## config.mk

```make
export PLATFORM = sky130hd
export DESIGN_NAME = dense_graph_shortest_paths_core
export DESIGN_NICKNAME = d
export VERILOG_FILES = /design/src/dgsp_pkg.sv /design/src/dgsp_regs.sv /design/src/dgsp_ctrl.sv /design/src/dgsp_datapath.sv /design/src/dense_graph_shortest_paths_core.sv
export SDC_FILE = /design/constraint.sdc
export NUM_CORES = 2
export LEC_CHECK = 0
export BUFFER_PORTS_ARGS = -buffer_cell sky130_fd_sc_hd__buf_2
export CORE_MARGIN = 8
export CORE_UTILIZATION = 50
export DETAILED_ROUTE_END_ITERATION = 10
export GPL_ROUTABILITY_DRIVEN = 0
export PLACE_DENSITY_LB_ADDON = 0.2
export SETUP_SLACK_MARGIN = 0.4
export SLEW_MARGIN = 30
export SYNTH_ARGS = -nofsm -noshare
export SYNTH_HDL_FRONTEND = slang
export SYNTH_MEMORY_MAX_BITS = 65536
export SYNTH_SLANG_ARGS = --single-unit
```

## constraint.sdc

```tcl
create_clock -name clock -period 20.6 [get_ports clock]
set_clock_uncertainty 0.2 [all_clocks]
set_input_delay 0 -clock clock [delete_from_list [all_inputs] [get_ports clock]]
set_output_delay 0 -clock clock [all_outputs]
set_load 0.05 [all_outputs]
```

## src/dgsp_pkg.sv

```systemverilog
package dgsp_pkg;

   // Default sizes of the storage inside the core.
   localparam int DEF_MAX_VERTICES  = 16;
   localparam int DEF_WEIGHT_BITS   = 16;
   localparam int DEF_DISTANCE_BITS = 24;

   // Field widths of the two data channels.
   localparam int VERTEX_INDEX_W = 4;
   localparam int EDGE_WEIGHT_W  = 16;
   localparam int PATH_LENGTH_W  = 24;

   // Register file geometry and register indexes.
   localparam int CSR_ADDR_W  = 3;
   localparam int CSR_DATA_W  = 32;
   localparam int CSR_INDEX_W = 1;
   localparam int VERTEX_COUNT_W = 5;
   localparam logic [CSR_INDEX_W-1:0] REG_VERTEX_COUNT  = 1'b0;
   localparam logic [CSR_INDEX_W-1:0] REG_SOURCE_VERTEX = 1'b1;
   localparam logic [VERTEX_COUNT_W-1:0] VERTEX_COUNT_RESET = 5'd16;
   localparam logic [VERTEX_INDEX_W-1:0] SOURCE_VERTEX_RESET = 4'd0;
   localparam int MIN_VERTICES = 2;

   // One weight of the adjacency matrix.
   typedef struct packed {
      logic [VERTEX_INDEX_W-1:0] from_vertex;
      logic [VERTEX_INDEX_W-1:0] to_vertex;
      logic [EDGE_WEIGHT_W-1:0]  edge_weight;
      logic                      last_weight;
   } req_word_type;

   // One per-vertex result.
   typedef struct packed {
      logic [VERTEX_INDEX_W-1:0] vertex_index;
      logic [PATH_LENGTH_W-1:0]  path_length;
      logic                      reachable;
      logic                      last_vertex;
   } rsp_word_type;

   // Commands from the sequencer to the datapath.
   typedef struct packed {
      logic init;
      logic pick_issue;
      logic settle;
      logic relax_issue;
      logic out_load;
   } dp_cmd_type;

   // Status from the datapath to the sequencer.
   typedef struct packed {
      logic have_known;
      logic rsp_taken;
   } dp_status_type;

endpackage

```

## src/dgsp_regs.sv

```systemverilog
module dgsp_regs #(
   parameter int MAX_VERTICES = dgsp_pkg::DEF_MAX_VERTICES
) (
   input  logic                                 clock,
   input  logic                                 reset,
   input  logic                                 psel,
   input  logic                                 penable,
   input  logic                                 pwrite,
   input  logic [dgsp_pkg::CSR_ADDR_W-1:0]      paddr,
   input  logic [dgsp_pkg::CSR_DATA_W-1:0]      pwdata,
   output logic [dgsp_pkg::CSR_DATA_W-1:0]      prdata,
   output logic                                 pready,
   output logic [$clog2(MAX_VERTICES+1)-1:0]    vertex_total,
   output logic [$clog2(MAX_VERTICES)-1:0]      source_index,
   output logic                                 source_live
);
   import dgsp_pkg::*;

   localparam int CNT_W  = $clog2(MAX_VERTICES+1);
   localparam int VIDX_W = $clog2(MAX_VERTICES);

   logic [VERTEX_COUNT_W-1:0] vertex_count_ff, vertex_count_in;
   logic [VERTEX_INDEX_W-1:0] source_vertex_ff, source_vertex_in;
   logic [CSR_INDEX_W-1:0]    reg_index;
   logic                      write_strobe;

   assign pready       = 1'b1;
   assign reg_index    = paddr[CSR_ADDR_W-1:2];
   assign write_strobe = psel & penable & pwrite & pready;

   // Register writes.
   always_comb begin
      vertex_count_in  = vertex_count_ff;
      source_vertex_in = source_vertex_ff;
      if (write_strobe) begin
         case (reg_index)
            REG_VERTEX_COUNT:  vertex_count_in  = pwdata[VERTEX_COUNT_W-1:0];
            REG_SOURCE_VERTEX: source_vertex_in = pwdata[VERTEX_INDEX_W-1:0];
            default: ;
         endcase
      end
   end

   always_ff @(posedge clock) begin
      if (reset) begin
         vertex_count_ff  <= VERTEX_COUNT_RESET;
         source_vertex_ff <= SOURCE_VERTEX_RESET;
      end else begin
         vertex_count_ff  <= vertex_count_in;
         source_vertex_ff <= source_vertex_in;
      end
   end

   // Register reads.
   always_comb begin
      case (reg_index)
         REG_VERTEX_COUNT:  prdata = CSR_DATA_W'(vertex_count_ff);
         REG_SOURCE_VERTEX: prdata = CSR_DATA_W'(source_vertex_ff);
         default:           prdata = '0;
      endcase
   end

   // Clamp the vertex count into the supported range.
   always_comb begin
      if (int'(vertex_count_ff) < MIN_VERTICES) begin
         vertex_total = CNT_W'(MIN_VERTICES);
      end else if (int'(vertex_count_ff) > MAX_VERTICES) begin
         vertex_total = CNT_W'(MAX_VERTICES);
      end else begin
         vertex_total = CNT_W'(vertex_count_ff);
      end
   end

   // A source outside the graph leaves every vertex unreachable.
   assign source_live  = int'(source_vertex_ff) < int'(vertex_total);
   assign source_index = VIDX_W'(source_vertex_ff);

endmodule

```

## src/dgsp_ctrl.sv

```systemverilog
module dgsp_ctrl #(
   parameter int MAX_VERTICES = dgsp_pkg::DEF_MAX_VERTICES
) (
   input  logic                              clock,
   input  logic                              reset,
   input  logic                              req_valid,
   input  logic                              req_last,
   input  logic [$clog2(MAX_VERTICES+1)-1:0] vertex_total,
   input  dgsp_pkg::dp_status_type           status,
   output dgsp_pkg::dp_cmd_type              cmd,
   output logic [$clog2(MAX_VERTICES)-1:0]   scan_index,
   output logic                              scan_last,
   output logic                              req_ready
);
   import dgsp_pkg::*;

   localparam int CNT_W  = $clog2(MAX_VERTICES+1);
   localparam int VIDX_W = $clog2(MAX_VERTICES);

   localparam logic [3:0] S_IDLE        = 4'd0;
   localparam logic [3:0] S_INIT        = 4'd1;
   localparam logic [3:0] S_PICK        = 4'd2;
   localparam logic [3:0] S_PICK_DRAIN  = 4'd3;
   localparam logic [3:0] S_SETTLE      = 4'd4;
   localparam logic [3:0] S_RELAX       = 4'd5;
   localparam logic [3:0] S_RELAX_DRAIN = 4'd6;
   localparam logic [3:0] S_OUT_READ    = 4'd7;
   localparam logic [3:0] S_OUT_LOAD    = 4'd8;
   localparam logic [3:0] S_OUT_WAIT    = 4'd9;

   logic [3:0]        state_ff, state_in;
   logic [VIDX_W-1:0] index_ff, index_in;
   logic [CNT_W-1:0]  round_ff, round_in;
   logic              round_done;
   logic              round_last;

   assign scan_index = index_ff;
   assign scan_last  = CNT_W'(index_ff) == (vertex_total - CNT_W'(1));
   assign round_last = round_ff == (vertex_total - CNT_W'(2));
   assign req_ready  = state_ff == S_IDLE;

   // Sequencer: rounds of pick scan, settle, relax scan if pick known.
   always_comb begin
      state_in   = state_ff;
      index_in   = index_ff;
      round_in   = round_ff;
      round_done = 1'b0;
      cmd        = '0;
      case (state_ff)
         S_IDLE: begin
            if (req_valid && req_last) begin
               state_in = S_INIT;
            end
         end
         S_INIT: begin
            cmd.init = 1'b1;
            index_in = '0;
            round_in = '0;
            state_in = S_PICK;
         end
         S_PICK: begin
            cmd.pick_issue = 1'b1;
            if (scan_last) begin
               index_in = '0;
               state_in = S_PICK_DRAIN;
            end else begin
               index_in = index_ff + VIDX_W'(1);
            end
         end
         S_PICK_DRAIN: begin
            state_in = S_SETTLE;
         end
         S_SETTLE: begin
            cmd.settle = 1'b1;
            if (status.have_known) begin
               state_in = S_RELAX;
            end else begin
               round_done = 1'b1;
            end
         end
         S_RELAX: begin
            cmd.relax_issue = 1'b1;
            if (scan_last) begin
               index_in = '0;
               state_in = S_RELAX_DRAIN;
            end else begin
               index_in = index_ff + VIDX_W'(1);
            end
         end
         S_RELAX_DRAIN: begin
            round_done = 1'b1;
         end
         S_OUT_READ: begin
            state_in = S_OUT_LOAD;
         end
         S_OUT_LOAD: begin
            cmd.out_load = 1'b1;
            state_in     = S_OUT_WAIT;
         end
         S_OUT_WAIT: begin
            if (status.rsp_taken) begin
               if (scan_last) begin
                  state_in = S_IDLE;
               end else begin
                  index_in = index_ff + VIDX_W'(1);
                  state_in = S_OUT_READ;
               end
            end
         end
         default: begin
            state_in = S_IDLE;
         end
      endcase

      // After the last round the results are read out in index order.
      if (round_done) begin
         index_in = '0;
         if (round_last) begin
            state_in = S_OUT_READ;
         end else begin
            round_in = round_ff + CNT_W'(1);
            state_in = S_PICK;
         end
      end
   end

   always_ff @(posedge clock) begin
      if (reset) begin
         state_ff <= S_IDLE;
         index_ff <= '0;
         round_ff <= '0;
      end else begin
         state_ff <= state_in;
         index_ff <= index_in;
         round_ff <= round_in;
      end
   end

endmodule

```

## src/dgsp_datapath.sv

```systemverilog
module dgsp_datapath #(
   parameter int MAX_VERTICES  = dgsp_pkg::DEF_MAX_VERTICES,
   parameter int WEIGHT_BITS   = dgsp_pkg::DEF_WEIGHT_BITS,
   parameter int DISTANCE_BITS = dgsp_pkg::DEF_DISTANCE_BITS
) (
   input  logic                            clock,
   input  logic                            reset,
   input  dgsp_pkg::req_word_type          req_word,
   input  logic                            req_accept,
   input  dgsp_pkg::dp_cmd_type            cmd,
   input  logic [$clog2(MAX_VERTICES)-1:0] scan_index,
   input  logic                            scan_last,
   input  logic [$clog2(MAX_VERTICES)-1:0] source_index,
   input  logic                            source_live,
   output dgsp_pkg::dp_status_type         status,
   output dgsp_pkg::rsp_word_type          rsp_word,
   output logic                            rsp_valid,
   input  logic                            rsp_ready
);
   import dgsp_pkg::*;

   localparam int VIDX_W       = $clog2(MAX_VERTICES);
   localparam int MADDR_W      = 2 * VIDX_W;
   localparam int MATRIX_DEPTH = MAX_VERTICES << VIDX_W;
   localparam int SUM_W        = ((DISTANCE_BITS > WEIGHT_BITS) ?
                                  DISTANCE_BITS : WEIGHT_BITS) + 1;
   localparam logic [SUM_W-1:0] DIST_MAX = SUM_W'({DISTANCE_BITS{1'b1}});

   // Adjacency matrix and tentative distances.
   logic [WEIGHT_BITS-1:0]   matrix_mem [MATRIX_DEPTH];
   logic [DISTANCE_BITS-1:0] dist_mem   [MAX_VERTICES];

   logic [MADDR_W-1:0]       matrix_wr_addr;
   logic                     matrix_wr_ok;
   logic [WEIGHT_BITS-1:0]   weight_rd_ff;
   logic [DISTANCE_BITS-1:0] dist_rd_ff;
   logic                     dist_we;
   logic [VIDX_W-1:0]        dist_wa;
   logic [DISTANCE_BITS-1:0] dist_wd;

   // Scan state.
   logic [MAX_VERTICES-1:0]  known_ff, known_in;
   logic [MAX_VERTICES-1:0]  settled_ff, settled_in;
   logic                     pick_eval_ff, relax_eval_ff;
   logic [VIDX_W-1:0]        index_d_ff;
   logic                     have_known_ff, have_known_in;
   logic [VIDX_W-1:0]        best_ff, best_in;
   logic [DISTANCE_BITS-1:0] best_dist_ff, best_dist_in;
   logic                     rsp_valid_ff, rsp_valid_in;
   rsp_word_type             rsp_word_ff, rsp_word_in;

   logic                     scan_first;
   logic                     have_cur;
   logic [VIDX_W-1:0]        best_cur;
   logic                     cand_known, cand_settled;
   logic                     pick_hit, pick_fill;
   logic [SUM_W-1:0]         sum_wide;
   logic [DISTANCE_BITS-1:0] sum_sat;
   logic                     relax_hit;

   // Matrix write from the input channel; out-of-range entries are dropped.
   assign matrix_wr_ok   = (int'(req_word.from_vertex) < MAX_VERTICES) &&
                           (int'(req_word.to_vertex) < MAX_VERTICES);
   assign matrix_wr_addr = {VIDX_W'(req_word.from_vertex), VIDX_W'(req_word.to_vertex)};

   always_ff @(posedge clock) begin
      if (req_accept && matrix_wr_ok) begin
         matrix_mem[matrix_wr_addr] <= WEIGHT_BITS'(req_word.edge_weight);
      end
      weight_rd_ff <= matrix_mem[{best_ff, scan_index}];
   end

   // Distance memory: one write port, one read port at the scan index.
   always_ff @(posedge clock) begin
      if (dist_we) begin
         dist_mem[dist_wa] <= dist_wd;
      end
      dist_rd_ff <= dist_mem[scan_index];
   end

   // Candidate flags of the vertex whose distance was read last cycle.
   assign cand_known   = known_ff[index_d_ff];
   assign cand_settled = settled_ff[index_d_ff];

   // Pick step: least known distance, ties to the later index; with no
   // known vertex the highest unsettled index is taken.
   assign scan_first = index_d_ff == '0;
   assign have_cur   = have_known_ff & ~scan_first;
   assign best_cur   = scan_first ? '0 : best_ff;
   assign pick_hit   = !cand_settled && cand_known &&
                       (!have_cur || (dist_rd_ff <= best_dist_ff));
   assign pick_fill  = !cand_settled && !cand_known && !have_cur;

   always_comb begin
      have_known_in = have_known_ff;
      best_in       = best_ff;
      best_dist_in  = best_dist_ff;
      if (pick_eval_ff) begin
         have_known_in = have_cur;
         best_in       = best_cur;
         if (pick_hit) begin
            have_known_in = 1'b1;
            best_in       = index_d_ff;
            best_dist_in  = dist_rd_ff;
         end else if (pick_fill) begin
            best_in = index_d_ff;
         end
      end
   end

   // Relax step: saturating sum through the settled vertex.
   assign sum_wide  = SUM_W'(best_dist_ff) + SUM_W'(weight_rd_ff);
   assign sum_sat   = (sum_wide > DIST_MAX) ? {DISTANCE_BITS{1'b1}} :
                                              DISTANCE_BITS'(sum_wide);
   assign relax_hit = relax_eval_ff && !cand_settled && (weight_rd_ff != '0) &&
                      (!cand_known || (sum_sat < dist_rd_ff));

   // Distance write: source at start, improved distances while relaxing.
   always_comb begin
      if (cmd.init) begin
         dist_we = source_live;
         dist_wa = source_index;
         dist_wd = '0;
      end else begin
         dist_we = relax_hit;
         dist_wa = index_d_ff;
         dist_wd = sum_sat;
      end
   end

   // Per-vertex known and settled flags.
   always_comb begin
      known_in   = known_ff;
      settled_in = settled_ff;
      if (cmd.init) begin
         known_in   = '0;
         settled_in = '0;
         if (source_live) begin
            known_in[source_index] = 1'b1;
         end
      end
      if (cmd.settle) begin
         settled_in[best_ff] = 1'b1;
      end
      if (relax_hit) begin
         known_in[index_d_ff] = 1'b1;
      end
   end

   // Result register; it holds until the word is taken.
   always_comb begin
      rsp_valid_in = rsp_valid_ff;
      rsp_word_in  = rsp_word_ff;
      if (cmd.out_load) begin
         rsp_valid_in             = 1'b1;
         rsp_word_in.vertex_index = VERTEX_INDEX_W'(scan_index);
         rsp_word_in.reachable    = known_ff[scan_index];
         rsp_word_in.path_length  = known_ff[scan_index] ?
                                    PATH_LENGTH_W'(dist_rd_ff) : '0;
         rsp_word_in.last_vertex  = scan_last;
      end else if (rsp_valid_ff && rsp_ready) begin
         rsp_valid_in = 1'b0;
      end
   end

   always_ff @(posedge clock) begin
      if (reset) begin
         known_ff      <= '0;
         settled_ff    <= '0;
         pick_eval_ff  <= 1'b0;
         relax_eval_ff <= 1'b0;
         have_known_ff <= 1'b0;
         rsp_valid_ff  <= 1'b0;
      end else begin
         known_ff      <= known_in;
         settled_ff    <= settled_in;
         pick_eval_ff  <= cmd.pick_issue;
         relax_eval_ff <= cmd.relax_issue;
         have_known_ff <= have_known_in;
         rsp_valid_ff  <= rsp_valid_in;
      end
   end

   always_ff @(posedge clock) begin
      index_d_ff   <= scan_index;
      best_ff      <= best_in;
      best_dist_ff <= best_dist_in;
      rsp_word_ff  <= rsp_word_in;
   end

   assign status.have_known = have_known_ff;
   assign status.rsp_taken  = rsp_valid_ff & rsp_ready;
   assign rsp_valid         = rsp_valid_ff;
   assign rsp_word          = rsp_word_ff;

endmodule

```

## src/dense_graph_shortest_paths_core.sv

```systemverilog
// Channel   Handshake             Word           Direction
// req       req_valid/req_ready   req_word       in: one matrix weight
// rsp       rsp_valid/rsp_ready   rsp_word       out: one vertex result
// csr       psel/penable/pready   pwdata/prdata  register access
//
// Weights load at one word per cycle while the core is idle.
// After the word marked last, the core runs n-1 rounds: a pick scan, a settle step
// and, while a known vertex is left, a relax scan through the distance memory.
// Results then leave one vertex at a time in index order, each after the last is taken.
// Reset is synchronous; req_ready is low from the last word until the final result
// is taken, and a stalled result holds the core in place.
module dense_graph_shortest_paths_core #(
   parameter int MAX_VERTICES  = dgsp_pkg::DEF_MAX_VERTICES,
   parameter int WEIGHT_BITS   = dgsp_pkg::DEF_WEIGHT_BITS,
   parameter int DISTANCE_BITS = dgsp_pkg::DEF_DISTANCE_BITS
) (
   input  logic                            clock,
   input  logic                            reset,
   input  logic                            req_valid,
   output logic                            req_ready,
   input  dgsp_pkg::req_word_type          req_word,
   output logic                            rsp_valid,
   input  logic                            rsp_ready,
   output dgsp_pkg::rsp_word_type          rsp_word,
   input  logic                            psel,
   input  logic                            penable,
   input  logic                            pwrite,
   input  logic [dgsp_pkg::CSR_ADDR_W-1:0] paddr,
   input  logic [dgsp_pkg::CSR_DATA_W-1:0] pwdata,
   output logic [dgsp_pkg::CSR_DATA_W-1:0] prdata,
   output logic                            pready
);
   import dgsp_pkg::*;

   localparam int CNT_W  = $clog2(MAX_VERTICES+1);
   localparam int VIDX_W = $clog2(MAX_VERTICES);

   logic [CNT_W-1:0]  vertex_total;
   logic [VIDX_W-1:0] source_index;
   logic              source_live;
   logic [VIDX_W-1:0] scan_index;
   logic              scan_last;
   logic              req_accept;
   dp_cmd_type        cmd;
   dp_status_type     status;

   assign req_accept = req_valid & req_ready;

   // Configuration registers.
   dgsp_regs #(
      .MAX_VERTICES (MAX_VERTICES)
   ) u_regs (
      .clock        (clock),
      .reset        (reset),
      .psel         (psel),
      .penable      (penable),
      .pwrite       (pwrite),
      .paddr        (paddr),
      .pwdata       (pwdata),
      .prdata       (prdata),
      .pready       (pready),
      .vertex_total (vertex_total),
      .source_index (source_index),
      .source_live  (source_live)
   );

   // Round sequencer.
   dgsp_ctrl #(
      .MAX_VERTICES (MAX_VERTICES)
   ) u_ctrl (
      .clock        (clock),
      .reset        (reset),
      .req_valid    (req_valid),
      .req_last     (req_word.last_weight),
      .vertex_total (vertex_total),
      .status       (status),
      .cmd          (cmd),
      .scan_index   (scan_index),
      .scan_last    (scan_last),
      .req_ready    (req_ready)
   );

   // Matrix, distances and result register.
   dgsp_datapath #(
      .MAX_VERTICES  (MAX_VERTICES),
      .WEIGHT_BITS   (WEIGHT_BITS),
      .DISTANCE_BITS (DISTANCE_BITS)
   ) u_datapath (
      .clock        (clock),
      .reset        (reset),
      .req_word     (req_word),
      .req_accept   (req_accept),
      .cmd          (cmd),
      .scan_index   (scan_index),
      .scan_last    (scan_last),
      .source_index (source_index),
      .source_live  (source_live),
      .status       (status),
      .rsp_word     (rsp_word),
      .rsp_valid    (rsp_valid),
      .rsp_ready    (rsp_ready)
   );

endmodule

```

# Word-level counts from Yosys, hierarchy flattened
# Memory sizes are Yosys's and may differ from the RTL's. A register that Yosys moved wholly into a read port is not among the register bits.
# Index checks and enable logic that the tools add are counted.
# classes
n_addsub,5
n_lt_le_gt_ge,13
eq_ne,19
mux,57
bitwise_logic,9
n_reduce_logical,31
# op_table
cell,n
2-to-1 mux 16 bit,5
case mux 32 bit (2 select lines),1
2-to-1 mux 4 bit,13
2-to-1 mux 24 bit,2
case mux 4 bit (10 select lines),1
bitwise OR 16 bit,2
adder 24 x 16 -> 25 bit,1
"> comparator 25 x 24 -> 1 bit, second input constant",1
2-to-1 mux 5 bit,5
less-or-equal comparator 24 bit,1
less-than comparator 24 bit,1
"less-than comparator 4 x 5 -> 1 bit, second input constant",4
2-to-1 mux 1 bit,20
"== test 4 x 3 -> 1 bit, second input constant",4
nonzero test 16 bit,1
binary-select mux 1 bit (select 4 bit),3
demux 1 bit (select 4 bit),3
"greater-or-equal comparator 4 x 1 -> 1 bit, second input constant",3
logical AND 1 bit,12
"!= test 3 x 1 -> 1 bit, second input constant",4
case mux 4 bit (3 select lines),1
"== test 4 x 2 -> 1 bit, second input constant",2
"== test 4 bit, second input constant",2
zero test 4 bit,2
other kinds (25),40
# totals
ff_bits,120
ramBits,4480
input_bits,67
out_inout_bits,65
wordCells,154
memories,2
# mem_list
name,words,word_bits,read_ports,rd_clocked_by_memory_dff,write_ports,line_no,text
u_datapath.matrix_mem,256,16,1,1,1,dgsp_datapath.sv:30,logic [WEIGHT_BITS-1:0] matrix_mem [MATRIX_DEPTH];
u_datapath.dist_mem,16,24,1,1,1,dgsp_datapath.sv:31,logic [DISTANCE_BITS-1:0] dist_mem [MAX_VERTICES];

# Depth between registers and ports, before layout
# depth
depth_word,9
mapped_depth,21
mapped_depth_nobuf,18

# Cells and area by module
# A second synthesis with hierarchy kept.
# hier_totals
hier_cells,8157
area_unflattened_um2,178817.8
# by_module_without_submodules
mod,instances,cells_per_inst,area_each_um2,seq_area_each_um2
dgsp_datapath,1,7933,176902.2,137872.2
dgsp_ctrl,1,136,1143.6,260.2
dgsp_regs,1,87,765.7,180.2
dense_graph_shortest_paths_core,1,1,6.3,0.0

# Worst setup path after synthesis
# No wires, ideal clock.
# synth_timing
path_type,register -> register
startpoint,reg u_datapath.best_dist_ff[4]
endpoint,"mem u_datapath.dist_mem[15][0] (netlist name), enable pin"
setup_ps,473
arrival_time_ps,6476
t_required_ps,19927
path_slack_ps,13451
stages_incl_launch_ff,18
n_path_buf,1
period_less_slack_ps,7149
path_cell_list,edfxtp_1 > ha_1 > nand3_1 > o2111a_1 > or2_2 > o211a_1 > o31ai_1 > and4_1 > nor2_1 > ha_1 > a211oi_1 > o21ai_0 > a211oi_1 > o21bai_1 > a2111oi_4 > nor2_2 > buf_4 > o41ai_1
# synth_between
elab_chain_cells,9
# synth_rtl
element,line_no,text
from (decl),dgsp_datapath.sv:48,"logic [DISTANCE_BITS-1:0] best_dist_ff, best_dist_in;"
from (signal assigned),dgsp_datapath.sv:187,best_dist_ff <= best_dist_in;
adder 24 x 16 -> 25 bit (*),dgsp_datapath.sv:112,assign sum_wide = SUM_W'(best_dist_ff) + SUM_W'(weight_rd_ff);
> comparator 25 x 24 -> 1 bit,dgsp_datapath.sv:113,assign sum_sat = (sum_wide > DIST_MAX) ? {DISTANCE_BITS{1'b1}} :
2-to-1 mux 24 bit (*),dgsp_datapath.sv:113,
less-than comparator 24 bit (*),dgsp_datapath.sv:116,(!cand_known || (sum_sat < dist_rd_ff));
logical OR 1 bit (*),dgsp_datapath.sv:116,
logical AND 1 bit (*),dgsp_datapath.sv:115,assign relax_hit = relax_eval_ff && !cand_settled && (weight_rd_ff != '0) &&
2-to-1 mux 1 bit (*),dgsp_datapath.sv:120,if (cmd.init) begin
2-to-1 mux 1 bit (*),dgsp_datapath.sv:75,if (dist_we) begin
2-to-1 mux 1 bit (not written as such) (*),dgsp_datapath.sv:76,dist_mem[dist_wa] <= dist_wd;
to (decl),dgsp_datapath.sv:31,
# Mark *: on every way between the ends. The rest lies on a longest branch, timed or not.

==> out/metrics.cfg <==
[floorplan]
die-width_um = 616.0
num_io_pins = 132
core_area_um2 = 358700
start_util_pct = 50.19
die_h_um = 616.0
placementRows = 220
die-area_um2 = 379500

[outcome]
violations = hold timing
status = finished with violations

[detailed_routing]
wl_mm = 508.6
drc_errors = 0
vias = 91920
drt_pass1_iterations = 9
viasPerCell = 6.519
antenna_left = 0
post_drt_wl_per_cell_um = 36.07
drt_iter0_drc = 13050

[cts]
clockBufferDepth = 4
clock_latency_ns = 1.01
cts_buffers = 457
post_cts_buffers = 0
cts-htree-levels = 5
cts_tree = yes
root_buffer = clkbuf_16
cts.clk_slew.worst_paths_ns = 0.07
cts.sinks = 4640

[setup_path]
r2r-start = u_ctrl.scan_index[0]
cp_max_fo = 45
crit_path_top_delay_cell = a2111oi_1
crit_buf_inv = 5
rrSetupSlack_ns = 13.28
arrival_ns = 8.01
path_cells = buf_4 > buf_4 > buf_4 > buf_4 > buf_4 > mux4_2 > nand3_1 > o21ai_0 > a2111oi_1 > nand4_1 > a311o_1
critPathTopFamily = buffers and inverters
crit_type = reg -> reg
critPathLaunchType = flip-flop
slowest_delay_ns = 0.93
regToRegEndpoint = u_datapath.weight_rd_ff[15]
r2r.worst_path.cells = 11
cp_data_required_time_ns = 21.29
end_kind = flip-flop
cpMostUsedCell = buf_4

[worst_hold_path]
hold_depth = 2
hold_start = req_word[2]
hold_path.class = in -> reg
hold_end = u_datapath.matrix_mem[6][1]

[power_and_ir_drop]
peakVddDrop_mv = 0.07610
p_leak_nw = 62.14
clock_power_share_pct = 40.7
p_comb_share_pct = 6.3
powerDensity_nw_per_um2 = 97.62
p_int_mw = 15.51
power.share.switching_pct = 22.24
power_switching_mw = 4.437
p_seq_share_pct = 53.0

[timing]
period_share_pct = 35.53
slew_headroom_pct = 20.82
drv_slew = 0
fin_hold_ws_ns = -0.05137
fmax_mhz = 136.6
hold_viol_final = 23
worst_pin_slew_ns = 1.188
rsz0062_at_grt = false
min_period_ns = 7.318
setup_ws_ns = 13.28
setup_viol = 0
fin_setup_tns_ns = 0

[global_route]
grt_max_degree = 165
gr-usage-all-layers_pct = 26.22
grt_pass1_vias = 90600
grt_pass1_wl_mm = 705.8
grt_overflow_total = 0
antenna_found_initial = 55

[finish]
area_growth_pct = 13.51
final_cell_mix = 4538 x edfxtp_1, 1167 x mux4_2, 462 x clkbuf_16
nNetsFinal = 9059
design_area_um2 = 204300
final_common_cell = edfxtp_1
drive_gt1_share_pct = 27.15

[logic_synthesis]
yosysUniqueCellTypes = 76
synth-edff-count = 4538
synthCells = 8335
ys.flop_type = edfxtp_1
syn_avg_cell_area_um2 = 21.60
yosysWarnings = 0
ys_seq_area_share_pct = 76.83
ys_ff_latch = 4640
syn-cell-area_um2 = 180000
async_flop_share_pct = 0

[placed_design]
place_ws_ns = 13.14
hpwlAfterDp_mm = 304.9
post_dp_cell_area_um2 = 188600
io_buffer_count = 74

[flow_run]
max_cap_viol_count = 0

## cell type report
cell class | instances | area, um^2
fillers | 25980 | 154300
flip-flops and latches | 4640 | 138300
multi-input cells | 3154 | 40280
clock buffers | 591 | 12170
well taps | 4773 | 5972
repair buffers | 593 | 4940
clock inverters | 247 | 2300
inverters | 74 | 281.5
diodes | 28 | 70.07
## layer usage
metal / vias to the layer above / GRT usage (%) / part of all wire (%)
li1: 36420 / - / -
met1: 49310 / 36.37 / 38
met2: 5207 / 40.85 / 47
met3: 962 / 6.028 / 10
met4: 18 / 10.25 / 4.6
met5: - / 0.02525 / 0.023
## stage by stage
stage	utilization [%]	std cells	total power [mW]
2_1_floorplan	-	8361	11.39
3_3_place_gp	52.47	13130	11.94
3_5_place_dp	52.59	13140	11.98
4_1_cts	56.88	14060	20.03
6_report	56.97	14100	19.95
5_1_grt	56.96	14080	20.45
## sequential cells by signal (all words and copies together) (netlist names), 4 cells and up
register,flops
u_regs.source_index,4
u_datapath.rsp_word,30
u_datapath.matrix_mem,4096
u_datapath.best_ff,4
u_ctrl.round_ff,5
u_datapath.weight_rd_ff,16
u_regs.vertex_count_ff,5
u_ctrl.state_ff,4
u_ctrl.scan_index,4
u_datapath.known_ff,16
u_datapath.best_dist_ff,24
u_datapath.settled_ff,16
u_datapath.index_d_ff,4
u_datapath.dist_rd_ff,24
u_datapath.dist_mem,384
## worst max-delay path by stage
stage / from / endpoint / slack [ns] / depth (start not counted)
finish: u_ctrl.scan_index[0] / u_datapath.weight_rd_ff[15] / 13.28 / 11
global route: u_ctrl.scan_index[0] / u_datapath.weight_rd_ff[15] / 12.81 / 11
CTS: u_ctrl.scan_index[0] / u_datapath.weight_rd_ff[11] / 13.12 / 11
detailed placement: u_ctrl.scan_index[0] / u_datapath.weight_rd_ff[11] / 13.14 / 11
global placement: u_ctrl.scan_index[0] / u_datapath.weight_rd_ff[15] / 13.11 / 11
floorplan: u_datapath.best_dist_ff[4] / u_datapath.dist_mem[15][0] / 13.45 / 17
## synth_stat cells (7+ instances only)
| master | n | share of area (%) |
|---|---|---|
| a221oi_1 | 101 | 0.49 |
| buf_1 | 35 | 0.073 |
| a22o_1 | 62 | 0.30 |
| and2_1 | 21 | 0.073 |
| nand2_1 | 174 | 0.36 |
| nor4_1 | 16 | 0.056 |
| nand4_1 | 31 | 0.11 |
| or3_1 | 10 | 0.035 |
| mux4_2 | 1167 | 15 |
| o221ai_1 | 15 | 0.073 |
| o22ai_1 | 43 | 0.15 |
| xnor2_1 | 12 | 0.058 |
| nor3_1 | 40 | 0.11 |
| a211oi_1 | 12 | 0.050 |
| a31oi_1 | 17 | 0.059 |
| clkbuf_1 | 252 | 0.53 |
| nor2_1 | 387 | 0.81 |
| o31ai_1 | 8 | 0.033 |
| dfxtp_1 | 102 | 1.1 |
| a32oi_1 | 10 | 0.049 |
| nand3_1 | 65 | 0.18 |
| o21a_1 | 12 | 0.050 |
| buf_2 | 144 | 0.40 |
| a21oi_1 | 150 | 0.42 |
| or2_2 | 10 | 0.035 |
| o2111ai_1 | 7 | 0.034 |
| edfxtp_1 | 4538 | 76 |
| buf_4 | 62 | 0.26 |
| o32ai_1 | 17 | 0.083 |
| ha_1 | 71 | 0.49 |
| a21o_1 | 13 | 0.054 |
| xor2_1 | 11 | 0.054 |
| nor2b_1 | 27 | 0.094 |
| mux2i_1 | 213 | 1.2 |
| o21ai_0 | 74 | 0.21 |
| nand2b_1 | 19 | 0.066 |
| and3_1 | 17 | 0.059 |
| o211ai_1 | 11 | 0.046 |
| mux2_2 | 12 | 0.075 |
| inv_1 | 71 | 0.15 |
| a22oi_1 | 186 | 0.78 |
## cell families after synthesis
group | synth area share, %
DFF | 76.83
muxes | 15.86
and+or+nand+nor | 2.124
AOI/OAI and AO/OA | 3.154
buffers and inverters | 1.412
adders and majority gates | 0.5046
xor gates and xnor gates | 0.1119
other | 0.004172
## timing repair
item / 4_1_cts / 5_1_grt
hold buffers: 86 / 2
gates resized for setup: 0 / 0
endpoints found under the hold margin: 4189 / 57
## power by group through the flow
stage	Sequential [mW]	Combinational [mW]	Clock, mW
after detailed placement	10.8	1.21	0
after floorplan	10.7	0.667	0
after global routing	10.6	1.32	8.57
after CTS	10.6	1.23	8.23
final	10.6	1.25	8.13
after global placement	10.8	1.17	0
(Power assumes the default switching activity.)
